[src/sv/particle_frame_rotation_core_macros.svh]
// Assertion macros for the particle frame rotation core.
// Both macros sample on clock and are disabled while reset is high.
`ifndef PARTICLE_FRAME_ROTATION_CORE_MACROS_SVH
`define PARTICLE_FRAME_ROTATION_CORE_MACROS_SVH

`ifndef SYNTH

// Same-cycle implication.
`define PFR_ASSERT_HOLDS(label, ante, cons) \
   label: assert property (@(posedge clock) disable iff (reset) (ante) |-> (cons)) \
      else $error("pfr assertion failed");

// Next-cycle implication.
`define PFR_ASSERT_NEXT(label, ante, cons) \
   label: assert property (@(posedge clock) disable iff (reset) (ante) |=> (cons)) \
      else $error("pfr assertion failed");

`else

`define PFR_ASSERT_HOLDS(label, ante, cons)
`define PFR_ASSERT_NEXT(label, ante, cons)

`endif

`endif

[src/sv/pfr_diff.sv]
module pfr_diff #(
   parameter int COORD_WIDTH = 32
) (
   input  logic                          clock,
   input  logic                          reset,
   input  logic                          in_valid,
   output logic                          in_ready,
   input  logic signed [COORD_WIDTH-1:0] pos_x,
   input  logic signed [COORD_WIDTH-1:0] pos_y,
   input  logic signed [COORD_WIDTH-1:0] pos_z,
   input  logic signed [COORD_WIDTH-1:0] vel_x,
   input  logic signed [COORD_WIDTH-1:0] vel_y,
   input  logic signed [COORD_WIDTH-1:0] ref_pos_x,
   input  logic signed [COORD_WIDTH-1:0] ref_pos_y,
   input  logic signed [COORD_WIDTH-1:0] ref_pos_z,
   input  logic signed [COORD_WIDTH-1:0] ref_vel_x,
   input  logic signed [COORD_WIDTH-1:0] ref_vel_y,
   output logic                          out_valid,
   input  logic                          out_ready,
   output logic signed [COORD_WIDTH:0]   dx,
   output logic signed [COORD_WIDTH:0]   dy,
   output logic signed [COORD_WIDTH:0]   dz,
   output logic signed [COORD_WIDTH:0]   vx,
   output logic signed [COORD_WIDTH:0]   vy
);

   localparam int DW = COORD_WIDTH + 1;

   logic                 valid_ff;
   logic signed [DW-1:0] dx_in, dy_in, dz_in, vx_in, vy_in;
   logic signed [DW-1:0] dx_ff, dy_ff, dz_ff, vx_ff, vy_ff;

   assign in_ready = ~valid_ff | out_ready;

   // exact differences, one bit wider than a coordinate
   always_comb begin
      dx_in = DW'(pos_x) - DW'(ref_pos_x);
      dy_in = DW'(pos_y) - DW'(ref_pos_y);
      dz_in = DW'(pos_z) - DW'(ref_pos_z);
      vx_in = DW'(vel_x) - DW'(ref_vel_x);
      vy_in = DW'(vel_y) - DW'(ref_vel_y);
   end

   always_ff @(posedge clock) begin
      if (reset) begin
         valid_ff <= 1'b0;
      end else if (in_ready) begin
         valid_ff <= in_valid;
      end
   end

   always_ff @(posedge clock) begin
      if (in_ready && in_valid) begin
         dx_ff <= dx_in;
         dy_ff <= dy_in;
         dz_ff <= dz_in;
         vx_ff <= vx_in;
         vy_ff <= vy_in;
      end
   end

   assign out_valid = valid_ff;
   assign dx        = dx_ff;
   assign dy        = dy_ff;
   assign dz        = dz_ff;
   assign vx        = vx_ff;
   assign vy        = vy_ff;

endmodule

[config.mk]
export PLATFORM = sky130hd
export DESIGN_NAME = pfr_diff
export DESIGN_NICKNAME = d
export VERILOG_FILES = /design/src/sv/particle_frame_rotation_core_macros.svh /design/src/sv/pfr_diff.sv
export SDC_FILE = /design/constraint.sdc
export NUM_CORES = 1
export LEC_CHECK = 0
export BUFFER_PORTS_ARGS = -buffer_cell sky130_fd_sc_hd__buf_2
export CELL_PAD_IN_SITES_DETAIL_PLACEMENT = 1
export CELL_PAD_IN_SITES_GLOBAL_PLACEMENT = 2
export CORE_UTILIZATION = 30
export DETAILED_ROUTE_END_ITERATION = 12
export PLACE_DENSITY = 0.83
export SETUP_SLACK_MARGIN = 0.15
export SLEW_MARGIN = 10
export SYNTH_ARGS = -nofsm -noshare
export SYNTH_HDL_FRONTEND = slang
export SYNTH_SLANG_ARGS = --single-unit
export TNS_END_PERCENT = 30
[constraint.sdc]
create_clock -name clock -period 5.7 [get_ports clock]
set_input_delay 0 -clock clock [delete_from_list [all_inputs] [get_ports clock]]
set_output_delay 0 -clock clock [all_outputs]
set_load 0.05 [all_outputs]
==> impl_metrics.env, run 1 <==
export IMPL_die_x_um=214
export IMPL_wl_um=46200
export IMPL_fin_ws_ns=1.98
export IMPL_firstDrtPassIters=4
export IMPL_synthDistinctLibCells=66
export IMPL_drc_errors=0
export IMPL_grt_pass1_wl_um=69700
export IMPL_cts_buffer_depth=2
export IMPL_synth_seq_cells=166
export IMPL_drt_iter0_markers=503
export IMPL_clk_latency_ns=0.49
export IMPL_endpoint_kind="flip-flop"
export IMPL_period_share=0.652
export IMPL_drv_slew=0
export IMPL_setup_viol=0
export IMPL_gr_usage_all_layers=0.200
export IMPL_tightest_slew_ns=0.901
export IMPL_ys_flop_type="edfxtp_1"
export IMPL_clk_pin_slew_worst_paths_ns=0.07
export IMPL_min_period_ns=3.72
export IMPL_vdd_ir_drop_max_mv=0.180
export IMPL_synth_top_area_share=0.369
export IMPL_drt_antenna_violating_nets=0
export IMPL_yosys_area_top_type="edfxtp_1"
export IMPL_synthArstFlopShare=0
export IMPL_io_pins=491
export IMPL_place_gp_congestion=0.858
export IMPL_crit_path_cell_trace="dlygate4sd3_1, buf_2, ha_1, fa_1, nor2b_4, o31a_1, o41ai_2, o31ai_2, a31oi_2, o31ai_2, a41o_1, o21ai_0, a21boi_1, o41ai_2, dlygate4sd3_1"
export IMPL_core_rowCount=77
export IMPL_nets=2494
export IMPL_vias_per_cell=4.85
export IMPL_fmax_mhz=269
export IMPL_syn_num_nets=1937
export IMPL_ctsResizeCount=0
export IMPL_path_class="input pin to flip-flop"
export IMPL_critical_path_buf_inv_count=3
export IMPL_synth_area_leaders="edfxtp_1 37%, ha_1 15%, inv_1 6.0%"
export IMPL_ys_seq_area_frac=0.370
export IMPL_synth_most_common_cell="inv_1"
export IMPL_gr_total_overflow=0
export IMPL_wl_per_cell_um=17.7
export IMPL_cts_num_sinks=166
export IMPL_cts_tree="yes"
export IMPL_die_y_um=214
export IMPL_syn_area_um2=13400
export IMPL_syn_area_per_cell_um2=9.28
export IMPL_worst_path_max_fanout=4
export IMPL_antenna_found_initial=14
export IMPL_initial_core_util=0.304
export IMPL_max_slew_margin_rel=0.399
export IMPL_critical_path_required_ns=5.93
export IMPL_nFillCells=5345
export IMPL_vias=12685
export IMPL_drv_cap=0
export IMPL_worst_path_largest_cell_delay_ns=0.56
export IMPL_power_mw=4.73
export IMPL_dp_hpwl_um=37800
export IMPL_core_um2=44200
export IMPL_hold_class="input pin to flip-flop"
export IMPL_rsz0062_at_grt="no"
export IMPL_die_area_um2=45600
export IMPL_start_kind="input pin"
export IMPL_cp_slowest_cell="dlygate4sd3_1"
export IMPL_cts_hold_fix_buffers=61
export IMPL_reg2reg_slack_ns=3.44
export IMPL_areaGrowthSynthToFinish_pct=32.4
export IMPL_yosys_warnings=0
export IMPL_place_ws_ns=2.43
export IMPL_clock_skew_ns=0.00851
export IMPL_grt_max_degree=104
export IMPL_critPathTopFamily="compound AO/OA/AOI/OAI gates"
export IMPL_netlist_instances=1448
export IMPL_synth_edf_count=165
export IMPL_htreeDepth=4
export IMPL_cp_arrival_ns=3.95
export IMPL_cts_buffers=17
export IMPL_tns_ns=0
export IMPL_p_per_area_nw_per_um2=266
export IMPL_drive_gt1_frac=0.268
export IMPL_portBuffers=490
export IMPL_grt_pass1_vias=13469
export IMPL_synth_top_cells_by_count="213 x inv_1, 165 x edfxtp_1, 160 x ha_1, 138 x a21oi_1, 94 x nor2_1"
export IMPL_hold_violations=0
export IMPL_status="finished clean"
export IMPL_total_leakage_power_nw=8.80
export IMPL_clock_root_buffer="clkbuf_16"
export IMPL_post_cts_setup_buffers=0
-- metal layers --
| metal | up-vias | share of wire | GRT usage |
|---|---|---|---|
| met5 | - | 0.0027 | 0 |
| met4 | 20 | 0.030 | 0.0833 |
| met3 | 78 | 0.069 | 0.0685 |
| met2 | 333 | 0.49 | 0.354 |
| met1 | 6003 | 0.40 | 0.217 |
| li1 | 6251 | - | - |
-- worst min-delay path, cell delays in order --
cell	delay, ns
buf_2	0.09
inv_1	0.05
ha_1	0.17
xnor2_1	0.12
-- final timing paths --
check / start / endpoint / cells past startpoint
max: ref_pos_x[0] / dx[32]$_DFFE_PP_ / 15
max reg2reg: out_valid$_SDFFE_PP0N_ / vy[24]$_DFFE_PP_ / 3
min reg2reg: out_valid$_SDFFE_PP0N_ / out_valid$_SDFFE_PP0N_ / 3
min: ref_pos_y[31] / dy[31]$_DFFE_PP_ / 4
-- final cells by class --
type                       instances  area [um^2]  share of cell area
antenna                            4         10.0            0.000563
clock buffer                      19          433              0.0243
clock inverter                    13          134             0.00753
inverter                         213          800              0.0449
multi-input combinational       1054         7610               0.428
sequential                       166         4970               0.280
tap                              592          741              0.0416
timing repair buffer             553         3090               0.174
-- kinds of logic after synthesis --
group	count (synthesis)	share of synthesized area
DFF	166	0.370
and+or+nand+nor	333	0.118
adders and majority gates	165	0.156
buffers and inverters	228	0.0637
AOI/OAI and AO/OA	421	0.203
xor gates and xnor gates	135	0.0880
-- stage by stage --
step	cells	area (um^2)	hold slack [ns]	utilization
after CTS	2610	17800	0.00164	0.402
after detailed placement	2517	16600	0.173	0.375
after floorplan	1448	13400	0.0691	-
final	2614	17800	0.0478	0.402
after global placement	2517	16600	0.159	0.375
after global routing	2614	17800	0.0276	0.402
-- power by group --
group	leakage (nW)	total [mW]	switching, mW	internal, mW
combinational	6.94	1.92	1.28	0.638
sequential	1.60	1.62	0.0463	1.57
clock	0.264	1.19	0.550	0.640
-- registers in the layout, indices dropped and copies added, names as in the netlist --
signal and flops:
dx 33, dy 33, dz 33, vy 33, vx 33, out_valid 1
-- cell usage in the layout (no fill, tap or decap), types with 6 or more instances in the layout --
| cell type | n |
|---|---|
| o21ai_0 | 70 |
| o21bai_1 | 14 |
| a211oi_1 | 10 |
| a21oi_1 | 138 |
| edfxtp_1 | 165 |
| dlygate4sd3_1 | 61 |
| a21o_1 | 83 |
| o211ai_1 | 9 |
| ha_1 | 160 |
| nor2b_1 | 25 |
| nand4_1 | 14 |
| nand2b_1 | 26 |
| o31ai_1 | 7 |
| nor2_1 | 94 |
| a31oi_1 | 8 |
| clkbuf_16 | 17 |
| inv_1 | 213 |
| nor3_1 | 15 |
| nand2_1 | 90 |
| xnor2_1 | 88 |
| o21a_1 | 20 |
| a21boi_0 | 6 |
| nand3_1 | 33 |
| xor2_1 | 47 |
| buf_2 | 490 |
| o22ai_1 | 7 |
(Power assumes the default switching activity.)
==> inputs of run 2 (changes only) <==
==> constraint.sdc (replaced) <==
create_clock -name clock -period 3.5 [get_ports clock]
set_input_delay 0 -clock clock [delete_from_list [all_inputs] [get_ports clock]]
set_output_delay 0 -clock clock [all_outputs]
set_load 0.05 [all_outputs]
==> impl_metrics.env, run 2 (synthesis gave the netlist of run 1 again) <==
export IMPL_timing_rr_start="out_valid$_SDFFE_PP0N_"
export IMPL_gr_usage_all_layers=0.205
export IMPL_worst_path_max_fanout=4
export IMPL_crit_path_cell_trace="dlygate4sd3_1, buf_2, ha_1, fa_1, nor2b_4, o31a_1, o41ai_2, o31ai_2, a31oi_2, o31ai_2, a41o_1, o21ai_0, a21boi_1, o41ai_2"
export IMPL_tns_ns=0
export IMPL_fin_ws_ns=0.228
export IMPL_drc_errors=0
export IMPL_antenna_found_initial=11
export IMPL_post_cts_setup_buffers=0
export IMPL_min_from="pos_z[29]"
export IMPL_grt_pass1_wl_um=71300
export IMPL_clock_root_buffer="clkbuf_16"
export IMPL_nFillCells=5311
export IMPL_wl_um=46800
export IMPL_cts_tree="yes"
export IMPL_die_area_um2=45600
export IMPL_start_kind="input pin"
export IMPL_core_um2=44200
export IMPL_dp_hpwl_um=38500
export IMPL_tightest_slew_ns=0.605
export IMPL_drive_gt1_frac=0.270
export IMPL_final_common_cell="buf_2"
export IMPL_firstDrtPassIters=5
export IMPL_critical_path_buf_inv_count=2
export IMPL_period_share=0.935
export IMPL_grt_max_degree=58
export IMPL_io_pins=491
export IMPL_mostFrequentLayoutCells="490 x buf_2, 213 x inv_1, 165 x edfxtp_1"
export IMPL_cts_num_sinks=166
export IMPL_place_gp_congestion=0.853
export IMPL_vias_per_cell=4.88
export IMPL_nets=2495
export IMPL_path_class="input pin to flip-flop"
export IMPL_drt_iter0_markers=496
export IMPL_htreeDepth=4
export IMPL_status="finished clean"
export IMPL_gr_total_overflow=0
export IMPL_grt_pass1_vias=13611
export IMPL_place_ws_ns=0.232
export IMPL_clk_latency_ns=0.49
export IMPL_final_cells=2613
export IMPL_critPathTopFamily="compound AO/OA/AOI/OAI gates"
export IMPL_hold_class="input pin to flip-flop"
export IMPL_seqCellArea_um2=4970
export IMPL_vdd_ir_drop_max_mv=0.318
export IMPL_fmax_mhz=306
export IMPL_drv_cap=0
export IMPL_cp_slowest_cell="dlygate4sd3_1"
export IMPL_drt_antenna_violating_nets=0
export IMPL_min_period_ns=3.27
export IMPL_worst_path_largest_cell_delay_ns=0.57
export IMPL_portBuffers=490
export IMPL_worstSetupStartpoint="ref_pos_x[0]"
export IMPL_cts_buffers=17
export IMPL_die_x_um=214
export IMPL_initial_core_util=0.304
export IMPL_dp_cells=2521
export IMPL_hold_violations=0
export IMPL_clk_pin_slew_worst_paths_ns=0.06
export IMPL_cts_buffer_depth=2
export IMPL_vias=12744
export IMPL_clock_skew_ns=0.0105
export IMPL_setup_viol=0
export IMPL_core_rowCount=77
export IMPL_die_y_um=214
export IMPL_p_per_area_nw_per_um2=437
export IMPL_drv_slew=0
export IMPL_wl_per_cell_um=17.9
export IMPL_rsz0062_at_grt="yes"
export IMPL_areaGrowthSynthToFinish_pct=32.7
export IMPL_critical_path_required_ns=3.74
export IMPL_cp_arrival_ns=3.51
export IMPL_total_leakage_power_nw=8.83
export IMPL_max_slew_margin_rel=0.586
export IMPL_multi_input_area_um2=7620
export IMPL_endpoint_kind="flip-flop"
-- run 2: cell count changes in the layout (fill, tap and decap cells not counted), sizes merged --
| cell | previous run | this run |
|---|---|---|
| bufinv | 2 | 3 |
| dlygate4sd3 | 61 | 58 |
| clkbuf | 19 | 22 |
| clkinvlp | 4 | 2 |
| buf | 492 | 496 |
| diode | 4 | 2 |
| clkinv | 7 | 5 |
-- run 2: worst paths after layout --
path	end	slack, ns	cells after the start
min reg2reg	dx[2]$_DFFE_PP_	0.87	2
max reg2reg	dy[21]$_DFFE_PP_	1.82	3
min	dz[29]$_DFFE_PP_	0.04	3
max	dx[32]$_DFFE_PP_	0.23	14
-- run 2: layout make-up --
cell class                      count  area share
Antenna cell                        2    0.000281
Clock buffer                       22      0.0255
Clock inverter                     10     0.00730
Inverter                          213      0.0449
Multi-Input combinational cell   1054       0.427
Sequential cell                   166       0.279
Tap cell                          592      0.0416
Timing Repair Buffer              554       0.174
-- run 2: power breakdown --
group	total (mW)	switching, mW	leakage, nW	internal, mW
Clock	2.01	0.875	0.284	1.13
Combinational	3.15	2.10	6.95	1.05
Sequential	2.64	0.0738	1.60	2.56
-- run 2: repair_timing --
action                     CTS  global route
hold buffers                58             0
hold endpoints to repair    65             0
resized for setup            0             3
setup endpoints to repair    0             9
-- run 2: metrics by stage --
| step | utilization | power (mW) | hold slack (ns) | instance area, um^2 |
|---|---|---|---|---|
| final | 0.403 | 7.79 | 0.0432 | 17800 |
| after floorplan | - | 4.88 | 0.0691 | 13400 |
| after detailed placement | 0.376 | 5.77 | 0.173 | 16600 |
| after global routing | 0.403 | 8.22 | 0.0270 | 17800 |
| after global placement | 0.376 | 5.71 | 0.156 | 16600 |
| after CTS | 0.403 | 7.89 | 0.000494 | 17800 |
-- run 2: worst reg2reg max path, stage by stage, from the launching register on --
cell      delay (ns)
dfxtp_1         0.31
nand2b_1        0.11
and2_4          0.33
buf_4           0.53
-- run 2: per-layer routing --
| metal | share of wire | GRT usage | up-vias |
|---|---|---|---|
| li1 | - | - | 6245 |
| met1 | 0.40 | 0.223 | 6090 |
| met2 | 0.51 | 0.371 | 324 |
| met3 | 0.071 | 0.0709 | 67 |
| met4 | 0.021 | 0.0633 | 18 |
| met5 | 0.0022 | 0 | - |
